--- src/sv/acpu_pkg.sv ---
`timescale 1ns / 1ps
// Shared types, constants and microcode table of the accumulator CPU core.
package acpu_pkg;

  localparam int MemDepth = 256;
  localparam int AddrW    = $clog2(MemDepth);
  localparam int DataW    = 8;
  localparam int PcW      = AddrW + 1;

  localparam logic [3:0] OP_NOP = 4'h0;
  localparam logic [3:0] OP_STA = 4'h1;
  localparam logic [3:0] OP_LDA = 4'h2;
  localparam logic [3:0] OP_ADD = 4'h3;
  localparam logic [3:0] OP_OR  = 4'h4;
  localparam logic [3:0] OP_AND = 4'h5;
  localparam logic [3:0] OP_NOT = 4'h6;
  localparam logic [3:0] OP_JMP = 4'h8;
  localparam logic [3:0] OP_JN  = 4'h9;
  localparam logic [3:0] OP_JZ  = 4'hA;
  localparam logic [3:0] OP_HLT = 4'hF;

  typedef enum logic [1:0] {
    CMD_WRITE,
    CMD_READ,
    CMD_EXEC,
    CMD_RESTART
  } cmd_t;

  typedef enum logic [4:0] {
    U_WRITE,
    U_READ,
    U_READ_OUT,
    U_RESTART,
    U_FETCH,
    U_OPERAND,
    U_DECODE,
    U_FINISH,
    U_NOP,
    U_STA,
    U_LDA,
    U_ADD,
    U_OR,
    U_AND,
    U_NOT,
    U_JMP,
    U_JN,
    U_JZ,
    U_HLT,
    U_UNKNOWN
  } upc_t;

  typedef enum logic [2:0] {
    ADDR_PC,
    ADDR_PC1,
    ADDR_RDATA,
    ADDR_ARG,
    ADDR_IN
  } addr_sel_t;

  typedef enum logic {
    WD_ACC,
    WD_IN
  } wsel_t;

  typedef enum logic [2:0] {
    ALU_PASS,
    ALU_LOAD,
    ALU_ADD,
    ALU_OR,
    ALU_AND,
    ALU_NOT
  } alu_t;

  typedef enum logic [2:0] {
    PC_HOLD,
    PC_INC1,
    PC_INC2,
    PC_ARG,
    PC_ARG_N,
    PC_ARG_Z,
    PC_HALT
  } pc_op_t;

  typedef enum logic [1:0] {
    SEQ_NEXT,
    SEQ_SKIP_STOPPED,
    SEQ_DISPATCH,
    SEQ_END
  } seq_t;

  typedef struct packed {
    addr_sel_t addr_sel;
    logic      mem_we;
    wsel_t     wsel;
    logic      ld_ir;
    logic      ld_arg;
    logic      ld_rdout;
    alu_t      alu_op;
    logic      upd_flags;
    pc_op_t    pc_op;
    logic      clr_regs;
    seq_t      seq;
    upc_t      target;
  } ctrl_t;

  typedef struct packed {
    logic       stopped;
    logic [3:0] opcode;
  } dp_status_t;

  localparam ctrl_t CTRL_IDLE = '{
    addr_sel: ADDR_PC, mem_we: 1'b0, wsel: WD_ACC, ld_ir: 1'b0, ld_arg: 1'b0,
    ld_rdout: 1'b0, alu_op: ALU_PASS, upd_flags: 1'b0, pc_op: PC_HOLD,
    clr_regs: 1'b0, seq: SEQ_NEXT, target: U_FINISH
  };

  function automatic upc_t entry(cmd_t cmd);
    upc_t u;
    unique case (cmd)
      CMD_WRITE: u = U_WRITE;
      CMD_READ:  u = U_READ;
      CMD_EXEC:  u = U_FETCH;
      default:   u = U_RESTART;
    endcase
    return u;
  endfunction

  function automatic upc_t dispatch(logic [3:0] op);
    upc_t u;
    unique case (op)
      OP_NOP:  u = U_NOP;
      OP_STA:  u = U_STA;
      OP_LDA:  u = U_LDA;
      OP_ADD:  u = U_ADD;
      OP_OR:   u = U_OR;
      OP_AND:  u = U_AND;
      OP_NOT:  u = U_NOT;
      OP_JMP:  u = U_JMP;
      OP_JN:   u = U_JN;
      OP_JZ:   u = U_JZ;
      OP_HLT:  u = U_HLT;
      default: u = U_UNKNOWN;
    endcase
    return u;
  endfunction

  function automatic ctrl_t ucode(upc_t u);
    ctrl_t c;
    c = CTRL_IDLE;
    c.seq = SEQ_END;
    unique case (u)
      U_WRITE: begin
        c.addr_sel = ADDR_IN;
        c.mem_we   = 1'b1;
        c.wsel     = WD_IN;
      end
      U_READ: begin
        c.addr_sel = ADDR_IN;
        c.seq      = SEQ_NEXT;
      end
      U_READ_OUT: c.ld_rdout = 1'b1;
      U_RESTART:  c.clr_regs = 1'b1;
      U_FETCH: begin
        c.addr_sel = ADDR_PC;
        c.seq      = SEQ_SKIP_STOPPED;
        c.target   = U_FINISH;
      end
      U_OPERAND: begin
        c.addr_sel = ADDR_PC1;
        c.ld_ir    = 1'b1;
        c.seq      = SEQ_NEXT;
      end
      U_DECODE: begin
        c.addr_sel = ADDR_RDATA;
        c.ld_arg   = 1'b1;
        c.seq      = SEQ_DISPATCH;
      end
      U_FINISH: c.seq = SEQ_END;
      U_NOP: begin
        c.upd_flags = 1'b1;
        c.pc_op     = PC_INC1;
      end
      U_STA: begin
        c.addr_sel  = ADDR_ARG;
        c.mem_we    = 1'b1;
        c.wsel      = WD_ACC;
        c.upd_flags = 1'b1;
        c.pc_op     = PC_INC2;
      end
      U_LDA: begin
        c.alu_op    = ALU_LOAD;
        c.upd_flags = 1'b1;
        c.pc_op     = PC_INC2;
      end
      U_ADD: begin
        c.alu_op    = ALU_ADD;
        c.upd_flags = 1'b1;
        c.pc_op     = PC_INC2;
      end
      U_OR: begin
        c.alu_op    = ALU_OR;
        c.upd_flags = 1'b1;
        c.pc_op     = PC_INC2;
      end
      U_AND: begin
        c.alu_op    = ALU_AND;
        c.upd_flags = 1'b1;
        c.pc_op     = PC_INC2;
      end
      U_NOT: begin
        c.alu_op    = ALU_NOT;
        c.upd_flags = 1'b1;
        c.pc_op     = PC_INC1;
      end
      U_JMP: begin
        c.upd_flags = 1'b1;
        c.pc_op     = PC_ARG;
      end
      U_JN: begin
        c.upd_flags = 1'b1;
        c.pc_op     = PC_ARG_N;
      end
      U_JZ: begin
        c.upd_flags = 1'b1;
        c.pc_op     = PC_ARG_Z;
      end
      U_HLT: c.pc_op = PC_HALT;
      default: begin
        c.upd_flags = 1'b1;
        c.pc_op     = PC_INC2;
      end
    endcase
    return c;
  endfunction

endpackage

--- src/sv/acpu_mem.sv ---
`timescale 1ns / 1ps
// Single-port main memory with registered read and a clearing pass after reset.
module acpu_mem (
  input  logic                       clk,
  input  logic                       rst,
  input  logic                       we,
  input  logic [acpu_pkg::AddrW-1:0] addr,
  input  logic [acpu_pkg::DataW-1:0] wdata,
  output logic [acpu_pkg::DataW-1:0] rdata,
  output logic                       clearing
);
  import acpu_pkg::*;

  logic [DataW-1:0] mem [MemDepth];
  logic [AddrW-1:0] clr_cnt;

  always_ff @(posedge clk) begin
    if (rst) begin
      clr_cnt  <= '0;
      clearing <= 1'b1;
    end else if (clearing) begin
      clr_cnt  <= clr_cnt + AddrW'(1);
      clearing <= (clr_cnt != AddrW'(MemDepth - 1));
    end
  end

  always_ff @(posedge clk) begin
    if (clearing) begin
      mem[clr_cnt] <= '0;
    end else if (we) begin
      mem[addr] <= wdata;
    end
    rdata <= mem[addr];
  end

endmodule

--- src/sv/acpu_seq.sv ---
`timescale 1ns / 1ps
// Microcode sequencer: step counter, control store and jump logic.
module acpu_seq (
  input  logic                 clk,
  input  logic                 rst,
  input  logic                 start,
  input  logic [1:0]           operation,
  input  logic                 clearing,
  input  acpu_pkg::dp_status_t status,
  output acpu_pkg::ctrl_t      ctrl,
  output logic                 accept,
  output logic                 busy
);
  import acpu_pkg::*;

  logic running;
  upc_t upc;

  assign busy   = running | clearing;
  assign accept = start & ~busy;
  assign ctrl   = running ? ucode(upc) : CTRL_IDLE;

  always_ff @(posedge clk) begin
    if (rst) begin
      running <= 1'b0;
      upc     <= U_FINISH;
    end else if (!running) begin
      if (accept) begin
        running <= 1'b1;
        upc     <= entry(cmd_t'(operation));
      end
    end else begin
      unique case (ctrl.seq)
        SEQ_NEXT:         upc <= upc_t'(upc + 5'd1);
        SEQ_SKIP_STOPPED: upc <= status.stopped ? ctrl.target : upc_t'(upc + 5'd1);
        SEQ_DISPATCH:     upc <= dispatch(status.opcode);
        default:          running <= 1'b0;
      endcase
    end
  end

endmodule

--- src/sv/acpu_dp.sv ---
`timescale 1ns / 1ps
// Datapath: accumulator, program counter, flags, instruction registers and result registers.
module acpu_dp (
  input  logic                       clk,
  input  logic                       rst,
  input  acpu_pkg::ctrl_t            ctrl,
  input  logic                       accept,
  input  logic [acpu_pkg::AddrW-1:0] in_addr,
  input  logic [acpu_pkg::DataW-1:0] in_wdata,
  input  logic [acpu_pkg::DataW-1:0] mem_rdata,
  output logic [acpu_pkg::AddrW-1:0] mem_addr,
  output logic [acpu_pkg::DataW-1:0] mem_wdata,
  output logic                       mem_we,
  output acpu_pkg::dp_status_t       status,
  output logic                       done,
  output logic [acpu_pkg::DataW-1:0] read_data,
  output logic [acpu_pkg::DataW-1:0] acc,
  output logic [acpu_pkg::PcW-1:0]   pc,
  output logic                       neg,
  output logic                       zero,
  output logic                       halt
);
  import acpu_pkg::*;

  logic [AddrW-1:0] addr_reg;
  logic [DataW-1:0] wdata_reg;
  logic [3:0]       ir;
  logic [AddrW-1:0] arg;
  logic [DataW-1:0] alu_out;
  logic [PcW-1:0]   pc_next;
  logic             halt_next;

  assign status.stopped = halt | pc[PcW-1];
  assign status.opcode  = ir;
  assign mem_we         = ctrl.mem_we;
  assign mem_wdata      = (ctrl.wsel == WD_IN) ? wdata_reg : acc;

  always_comb begin
    unique case (ctrl.addr_sel)
      ADDR_PC:    mem_addr = pc[AddrW-1:0];
      ADDR_PC1:   mem_addr = pc[AddrW-1:0] + AddrW'(1);
      ADDR_RDATA: mem_addr = mem_rdata[AddrW-1:0];
      ADDR_ARG:   mem_addr = arg;
      default:    mem_addr = addr_reg;
    endcase
  end

  always_comb begin
    unique case (ctrl.alu_op)
      ALU_LOAD: alu_out = mem_rdata;
      ALU_ADD:  alu_out = acc + mem_rdata;
      ALU_OR:   alu_out = acc | mem_rdata;
      ALU_AND:  alu_out = acc & mem_rdata;
      ALU_NOT:  alu_out = ~acc;
      default:  alu_out = acc;
    endcase
  end

  always_comb begin
    halt_next = halt;
    unique case (ctrl.pc_op)
      PC_INC1:  pc_next = pc + PcW'(1);
      PC_INC2:  pc_next = pc + PcW'(2);
      PC_ARG:   pc_next = {1'b0, arg};
      PC_ARG_N: pc_next = neg ? {1'b0, arg} : pc + PcW'(2);
      PC_ARG_Z: pc_next = zero ? {1'b0, arg} : pc + PcW'(2);
      PC_HALT: begin
        pc_next   = pc + PcW'(1);
        halt_next = 1'b1;
      end
      default:  pc_next = pc;
    endcase
    if (pc_next[PcW-1]) begin
      pc_next   = PcW'(MemDepth);
      halt_next = 1'b1;
    end
  end

  always_ff @(posedge clk) begin
    if (rst) begin
      acc       <= '0;
      pc        <= '0;
      neg       <= 1'b0;
      zero      <= 1'b0;
      halt      <= 1'b0;
      done      <= 1'b0;
      read_data <= '0;
    end else begin
      done <= (ctrl.seq == SEQ_END);
      if (ctrl.seq == SEQ_END) begin
        read_data <= ctrl.ld_rdout ? mem_rdata : '0;
      end
      if (ctrl.clr_regs) begin
        acc  <= '0;
        pc   <= '0;
        neg  <= 1'b0;
        zero <= 1'b0;
        halt <= 1'b0;
      end else begin
        acc  <= alu_out;
        pc   <= pc_next;
        halt <= halt_next;
        if (ctrl.upd_flags) begin
          neg  <= alu_out[DataW-1];
          zero <= (alu_out == '0);
        end
      end
    end
  end

  always_ff @(posedge clk) begin
    if (accept) begin
      addr_reg  <= in_addr;
      wdata_reg <= in_wdata;
    end
    if (ctrl.ld_ir) begin
      ir <= mem_rdata[DataW-1:DataW-4];
    end
    if (ctrl.ld_arg) begin
      arg <= mem_rdata[AddrW-1:0];
    end
  end

endmodule

--- src/sv/accumulator_cpu_core.sv ---
`timescale 1ns / 1ps
// Top level of the 8-bit accumulator CPU core with its 256-byte memory.
//
// An item is taken when start is high and busy is low. It carries an operation
// (write a memory byte, read a memory byte, execute one instruction, restart)
// together with mem_address and write_data. Exactly one result follows: done is
// high for one cycle with read_data, accumulator, program_counter, the flags and
// halted valid in that cycle. The receiver cannot hold results off.
// A microcoded sequencer steps a single-port memory and a plain datapath.
// A write or a restart ends in its own microstep, a read runs an address step
// and then an output step, an executed instruction the fetch, operand, decode and
// execute steps, and an execute while halted the fetch and finish steps. Busy
// falls in the cycle in which done is high, so a new item may be accepted then;
// an executed instruction's length is set by the opcode, operand and data
// accesses through the one memory port. After reset the memory is cleared one
// byte a cycle, with busy high until it is done; the CPU registers are cleared at once.
module accumulator_cpu_core (
  input  logic                       clk,
  input  logic                       rst,
  input  logic                       start,
  output logic                       busy,
  input  logic [1:0]                 operation,
  input  logic [acpu_pkg::AddrW-1:0] mem_address,
  input  logic [acpu_pkg::DataW-1:0] write_data,
  output logic                       done,
  output logic [acpu_pkg::DataW-1:0] read_data,
  output logic [acpu_pkg::DataW-1:0] accumulator,
  output logic [acpu_pkg::PcW-1:0]   program_counter,
  output logic                       negative_flag,
  output logic                       zero_flag,
  output logic                       halted
);
  import acpu_pkg::*;

  ctrl_t            ctrl;
  dp_status_t       status;
  logic             accept;
  logic             clearing;
  logic             mem_we;
  logic [AddrW-1:0] mem_addr;
  logic [DataW-1:0] mem_wdata;
  logic [DataW-1:0] mem_rdata;

  acpu_mem u_mem (
    .clk      (clk),
    .rst      (rst),
    .we       (mem_we),
    .addr     (mem_addr),
    .wdata    (mem_wdata),
    .rdata    (mem_rdata),
    .clearing (clearing)
  );

  acpu_seq u_seq (
    .clk       (clk),
    .rst       (rst),
    .start     (start),
    .operation (operation),
    .clearing  (clearing),
    .status    (status),
    .ctrl      (ctrl),
    .accept    (accept),
    .busy      (busy)
  );

  acpu_dp u_dp (
    .clk       (clk),
    .rst       (rst),
    .ctrl      (ctrl),
    .accept    (accept),
    .in_addr   (mem_address),
    .in_wdata  (write_data),
    .mem_rdata (mem_rdata),
    .mem_addr  (mem_addr),
    .mem_wdata (mem_wdata),
    .mem_we    (mem_we),
    .status    (status),
    .done      (done),
    .read_data (read_data),
    .acc       (accumulator),
    .pc        (program_counter),
    .neg       (negative_flag),
    .zero      (zero_flag),
    .halt      (halted)
  );

  a_done_not_busy: assert property (@(posedge clk) disable iff (rst) done |-> !busy)
    else $error("result strobe while busy");

  a_accept_busy: assert property (@(posedge clk) disable iff (rst) accept |=> busy)
    else $error("busy not raised after an item was taken");

  a_done_single: assert property (@(posedge clk) disable iff (rst) done |=> !done)
    else $error("result strobe held for two cycles");

  a_pc_end_halts: assert property (@(posedge clk) disable iff (rst)
    program_counter[PcW-1] |-> halted)
    else $error("program counter past the end without halt");

endmodule

--- config.mk ---
export PLATFORM = sky130hd
export DESIGN_NAME = accumulator_cpu_core
export DESIGN_NICKNAME = d
export VERILOG_FILES = /design/src/sv/acpu_pkg.sv /design/src/sv/acpu_mem.sv /design/src/sv/acpu_seq.sv /design/src/sv/acpu_dp.sv /design/src/sv/accumulator_cpu_core.sv
export SDC_FILE = /design/constraint.sdc
export NUM_CORES = 2
export LEC_CHECK = 0
export BUFFER_PORTS_ARGS = -buffer_cell sky130_fd_sc_hd__buf_4
export CAP_MARGIN = 20
export CORE_UTILIZATION = 50
export DETAILED_ROUTE_END_ITERATION = 6
export PLACE_DENSITY = 0.65
export SKIP_LAST_GASP = 1
export SYNTH_ARGS = -nofsm -noshare
export SYNTH_HDL_FRONTEND = slang
export SYNTH_SLANG_ARGS = --single-unit
--- constraint.sdc ---
create_clock -name clk -period 12.25 [get_ports clk]
set_input_delay 0.6125 -clock clk [delete_from_list [all_inputs] [get_ports clk]]
set_output_delay 0.6125 -clock clk [all_outputs]
set_load 0.005 [all_outputs]
==> flow_summary.yaml <==
clock_network:
  cts-resized-gates: 0
  post-cts-setup-buffer-count: 0
  cts.sinks: 2133
  cts_tree: "yes"
  cts_root_buffer: "clkbuf_16"
  cts-buffers-inserted: 208
  clockBufferDepth: 3
  h-tree-depth: 4
  cts_hold_buffers: 16
  cts.reportedPaths.clkPinSlew_ns: 0.06
  clk_latency_ns: 0.89
synth:
  async_reset_ff_share_pct: 0
  synth-seq-cells: 2133
  synth_edf_count: 2076
  synth_cells: 5730
  synth-simple-area-share_pct: 10.2
  synth_top_family_by_area: "simple AND/OR/NAND/NOR gates"
  synth.top_cell.area_share_pct: 72.5
  synthAdderAreaFrac_pct: 0.489
  yosysUniqueCellTypes: 88
  ys_seq_area_share_pct: 73.9
  synth.top_cells.by_area: "edfxtp_1, nand2_1, mux4_2"
  yosys_warnings: 0
  synth.mux.area_fraction_pct: 6.67
  synth_compound_area_share_pct: 6.16
  synth_nets: 5784
  synth_area_per_cell_sq_um: 15.0
  synthXorXnorAreaFrac_pct: 0.214
  synth_top_cell_by_area: "edfxtp_1"
  syn-cell-area_sq_um: 86000
  synth_ff_type: "edfxtp_1"
finish:
  layout-area-overhead-vs-synth_pct: 11.6
  stdcell_area_sq_um: 95900
  finish.utilization_pct: 56.4
  regArea_sq_um: 63500
  largest_register_ff_count: 2048
  multiInputGateArea_sq_um: 20700
  fillCellCount: 13100
  top_regs: "u_mem.mem (2048), u_dp.pc (9)"
  regMostFlops: "u_mem.mem"
  final_nets: 5803
  layout-drive-gt1-share_pct: 11.7
worst_setup_path:
  startpoint_type: "flop"
  cp_top_family: "buffers and inverters"
  path_buf_inv: 4
  crit_type: "reg2reg"
  r2r_slack_ns: 5.34
  worst_path_most_repeated_cell: "buf_4"
  cp.required_ns: 12.96
  cpPeakStageDelay_ns: 0.82
  critPathSlowestCell: "nor4_1"
  critical_path.endpoint_type: "flop"
  timing.critical_path.arrival_ns: 7.62
  crit_chain: "inv_1, ha_1, nor2b_1, and2_0, a221oi_4, buf_4, a21o_4, buf_12, buf_4, mux2i_1, a32oi_1, a31oi_1, a2111oi_0, nor4_1, nand3_1"
  crit_fanout: 145
power:
  ir_worst_vdd_v: 0.000128
  power_switching_uw: 2920
  switching_share_pct: 20.0
  p_leak_uw: 0.0319
  combPwrFrac_pct: 0.6
  power_frac_seq_pct: 54.1
  pwr-share-clk_pct: 45.2
  powerDensity_nw_per_um2: 152
  internal-power_uw: 11700
global_route:
  antenna_found_initial: 8
  use_met3_pct: 7.77
  grt_overflow: 0
  grt_pass1_vias: 49900
  grt_use_met1_pct: 41.0
  grt_use_total_pct: 29.2
  grt_max_degree: 195
  grt_pass1_wl_mm: 364
  grtUsageMet2_pct: 42.7
  top_usage_layer: "met2"
placement:
  gp_congestion: 0.951
  io_buffers: 50
  dpl.hpwl_mm: 153
  placed_cell_area_sq_um: 88600
floorplan:
  rows: 151
  start_util_pct: 50.5
  die_h_um: 417
  die_x_um: 417
  design.die.area_sq_um: 174000
  coreArea_sq_um: 170000
  pin_count: 51
sta:
  rsz0062_at_grt: "false"
  finalCritPeriodShare_pct: 56.4
  hold_ws_ns: 0.0724
  hold_viol_final: 0
  fin_crit_ns: 6.91
  fin_skew_ns: 0.0755
  fmax_mhz: 145
  worst_slew_pin_slew_ns: 1.26
  setup_viol: 0
  drv_slew: 0
  fin_tns_setup_ns: 0
  relSlewSlack_pct: 15.7
routing:
  drc: 6
  vias: 53200
  wl_mm: 256
  wl_per_cell_um: 31.4
  via_per_inst: 6.52
  ant_nets: 0
  drt_iter0_drc: 8476
  dr.pass1.iters: 7
status:
  violations: "design-rule violations"
  status: "finished with violations"
job:
  drv_cap: 0
min_path:
  hold_path_class: "in2reg"
cells in the mapped netlist, drive strengths merged (18+ instances only):
library cell     n
a221oi          29
nor2           362
nand2         1051
o21ai           53
a2111oi         19
edfxtp        2076
mux4           167
mux2i          195
nand4          126
a22oi           57
nor3            28
nor4            24
a31oi           68
clkbuf         175
nor2b           18
a21oi          110
a311oi          44
buf            195
a32oi          128
dfxtp           57
ha              32
nand3          345
inv             74
a211oi          67
worst reg2reg max path: cells and delay by family (launching register included):
| kind | cells | cell delay, ns |
|---|---|---|
| flip-flops | 1 | 0.41 |
| adder cells (fa/ha/maj) | 1 | 0.39 |
| buffers and inverters | 4 | 2.19 |
| AO/OA/AOI/OAI | 5 | 1.90 |
| multiplexers | 1 | 0.32 |
| AND/OR/NAND/NOR | 4 | 1.54 |
power by group through the flow:
stage | sequential [uW] | clock (uW) | combinational (uW)
after floorplan | 8060 | 0 | 41.5
after detailed placement | 8070 | 0 | 85.1
after CTS | 7910 | 6640 | 89.6
final | 7920 | 6620 | 93.0
after global placement | 8070 | 0 | 84.3
after global routing | 7910 | 6910 | 94.8
area by class of cell:
class                   count  share of cell area, %
diodes                      5                 0.0130
clock buffers             248                   5.58
clock inverters           142                   1.81
inverters                  74                  0.290
multi-input cells        3153                   21.6
flip-flops and latches   2133                   66.2
well taps                2218                   2.89
repair buffers            179                   1.63
path summary, 6_finish.rpt:
check | depth (start not counted) | to | start
setup / recovery | 15 | u_mem.rdata[2] | u_seq.upc[0]
hold / removal | 3 | u_seq.upc[1] | operation[1]
setup reg to reg | 15 | u_mem.rdata[2] | u_seq.upc[0]
hold reg to reg | 2 | flop | u_dp.ir[0]
layer usage:
metal	share of wire, %	wire (um)	up-vias
met1	39	98800	26900
li1	-	-	22200
met5	0.011	28	-
met4	5.0	12700	6
met2	44	113000	3487
met3	12	31100	620
through the flow:
step / setup WS, ns / power (uW) / cells
5_1_grt: 5.30 / 14900 / 8148
3_5_place_dp: 5.83 / 8150 / 7736
3_3_place_gp: 5.67 / 8150 / 7733
6_report: 5.34 / 14600 / 8152
2_1_floorplan: 1.94 / 8100 / 5730
4_1_cts: 5.80 / 14600 / 8142
kinds of logic after synthesis:
logic type,Yosys count
compound gates,711
xor+xnor,21
fa+ha+maj,33
buf+inv,444
flops,2133
mux,364
simple gates,2024
layout by cell type (no fill, tap or decap), types with 126 or more instances in the layout:
master / netlist / final
edfxtp_1: 2076 / 2076
nand2_1: 1051 / 1044
nor2_1: 361 / 357
nand3_1: 343 / 337
clkbuf_16: 0 / 208
mux2i_1: 195 / 195
mux4_2: 167 / 167
buf_4: 30 / 144
a32oi_1: 128 / 128
nand4_1: 126 / 126
No activity file was read; power rests on OpenSTA's default activity.
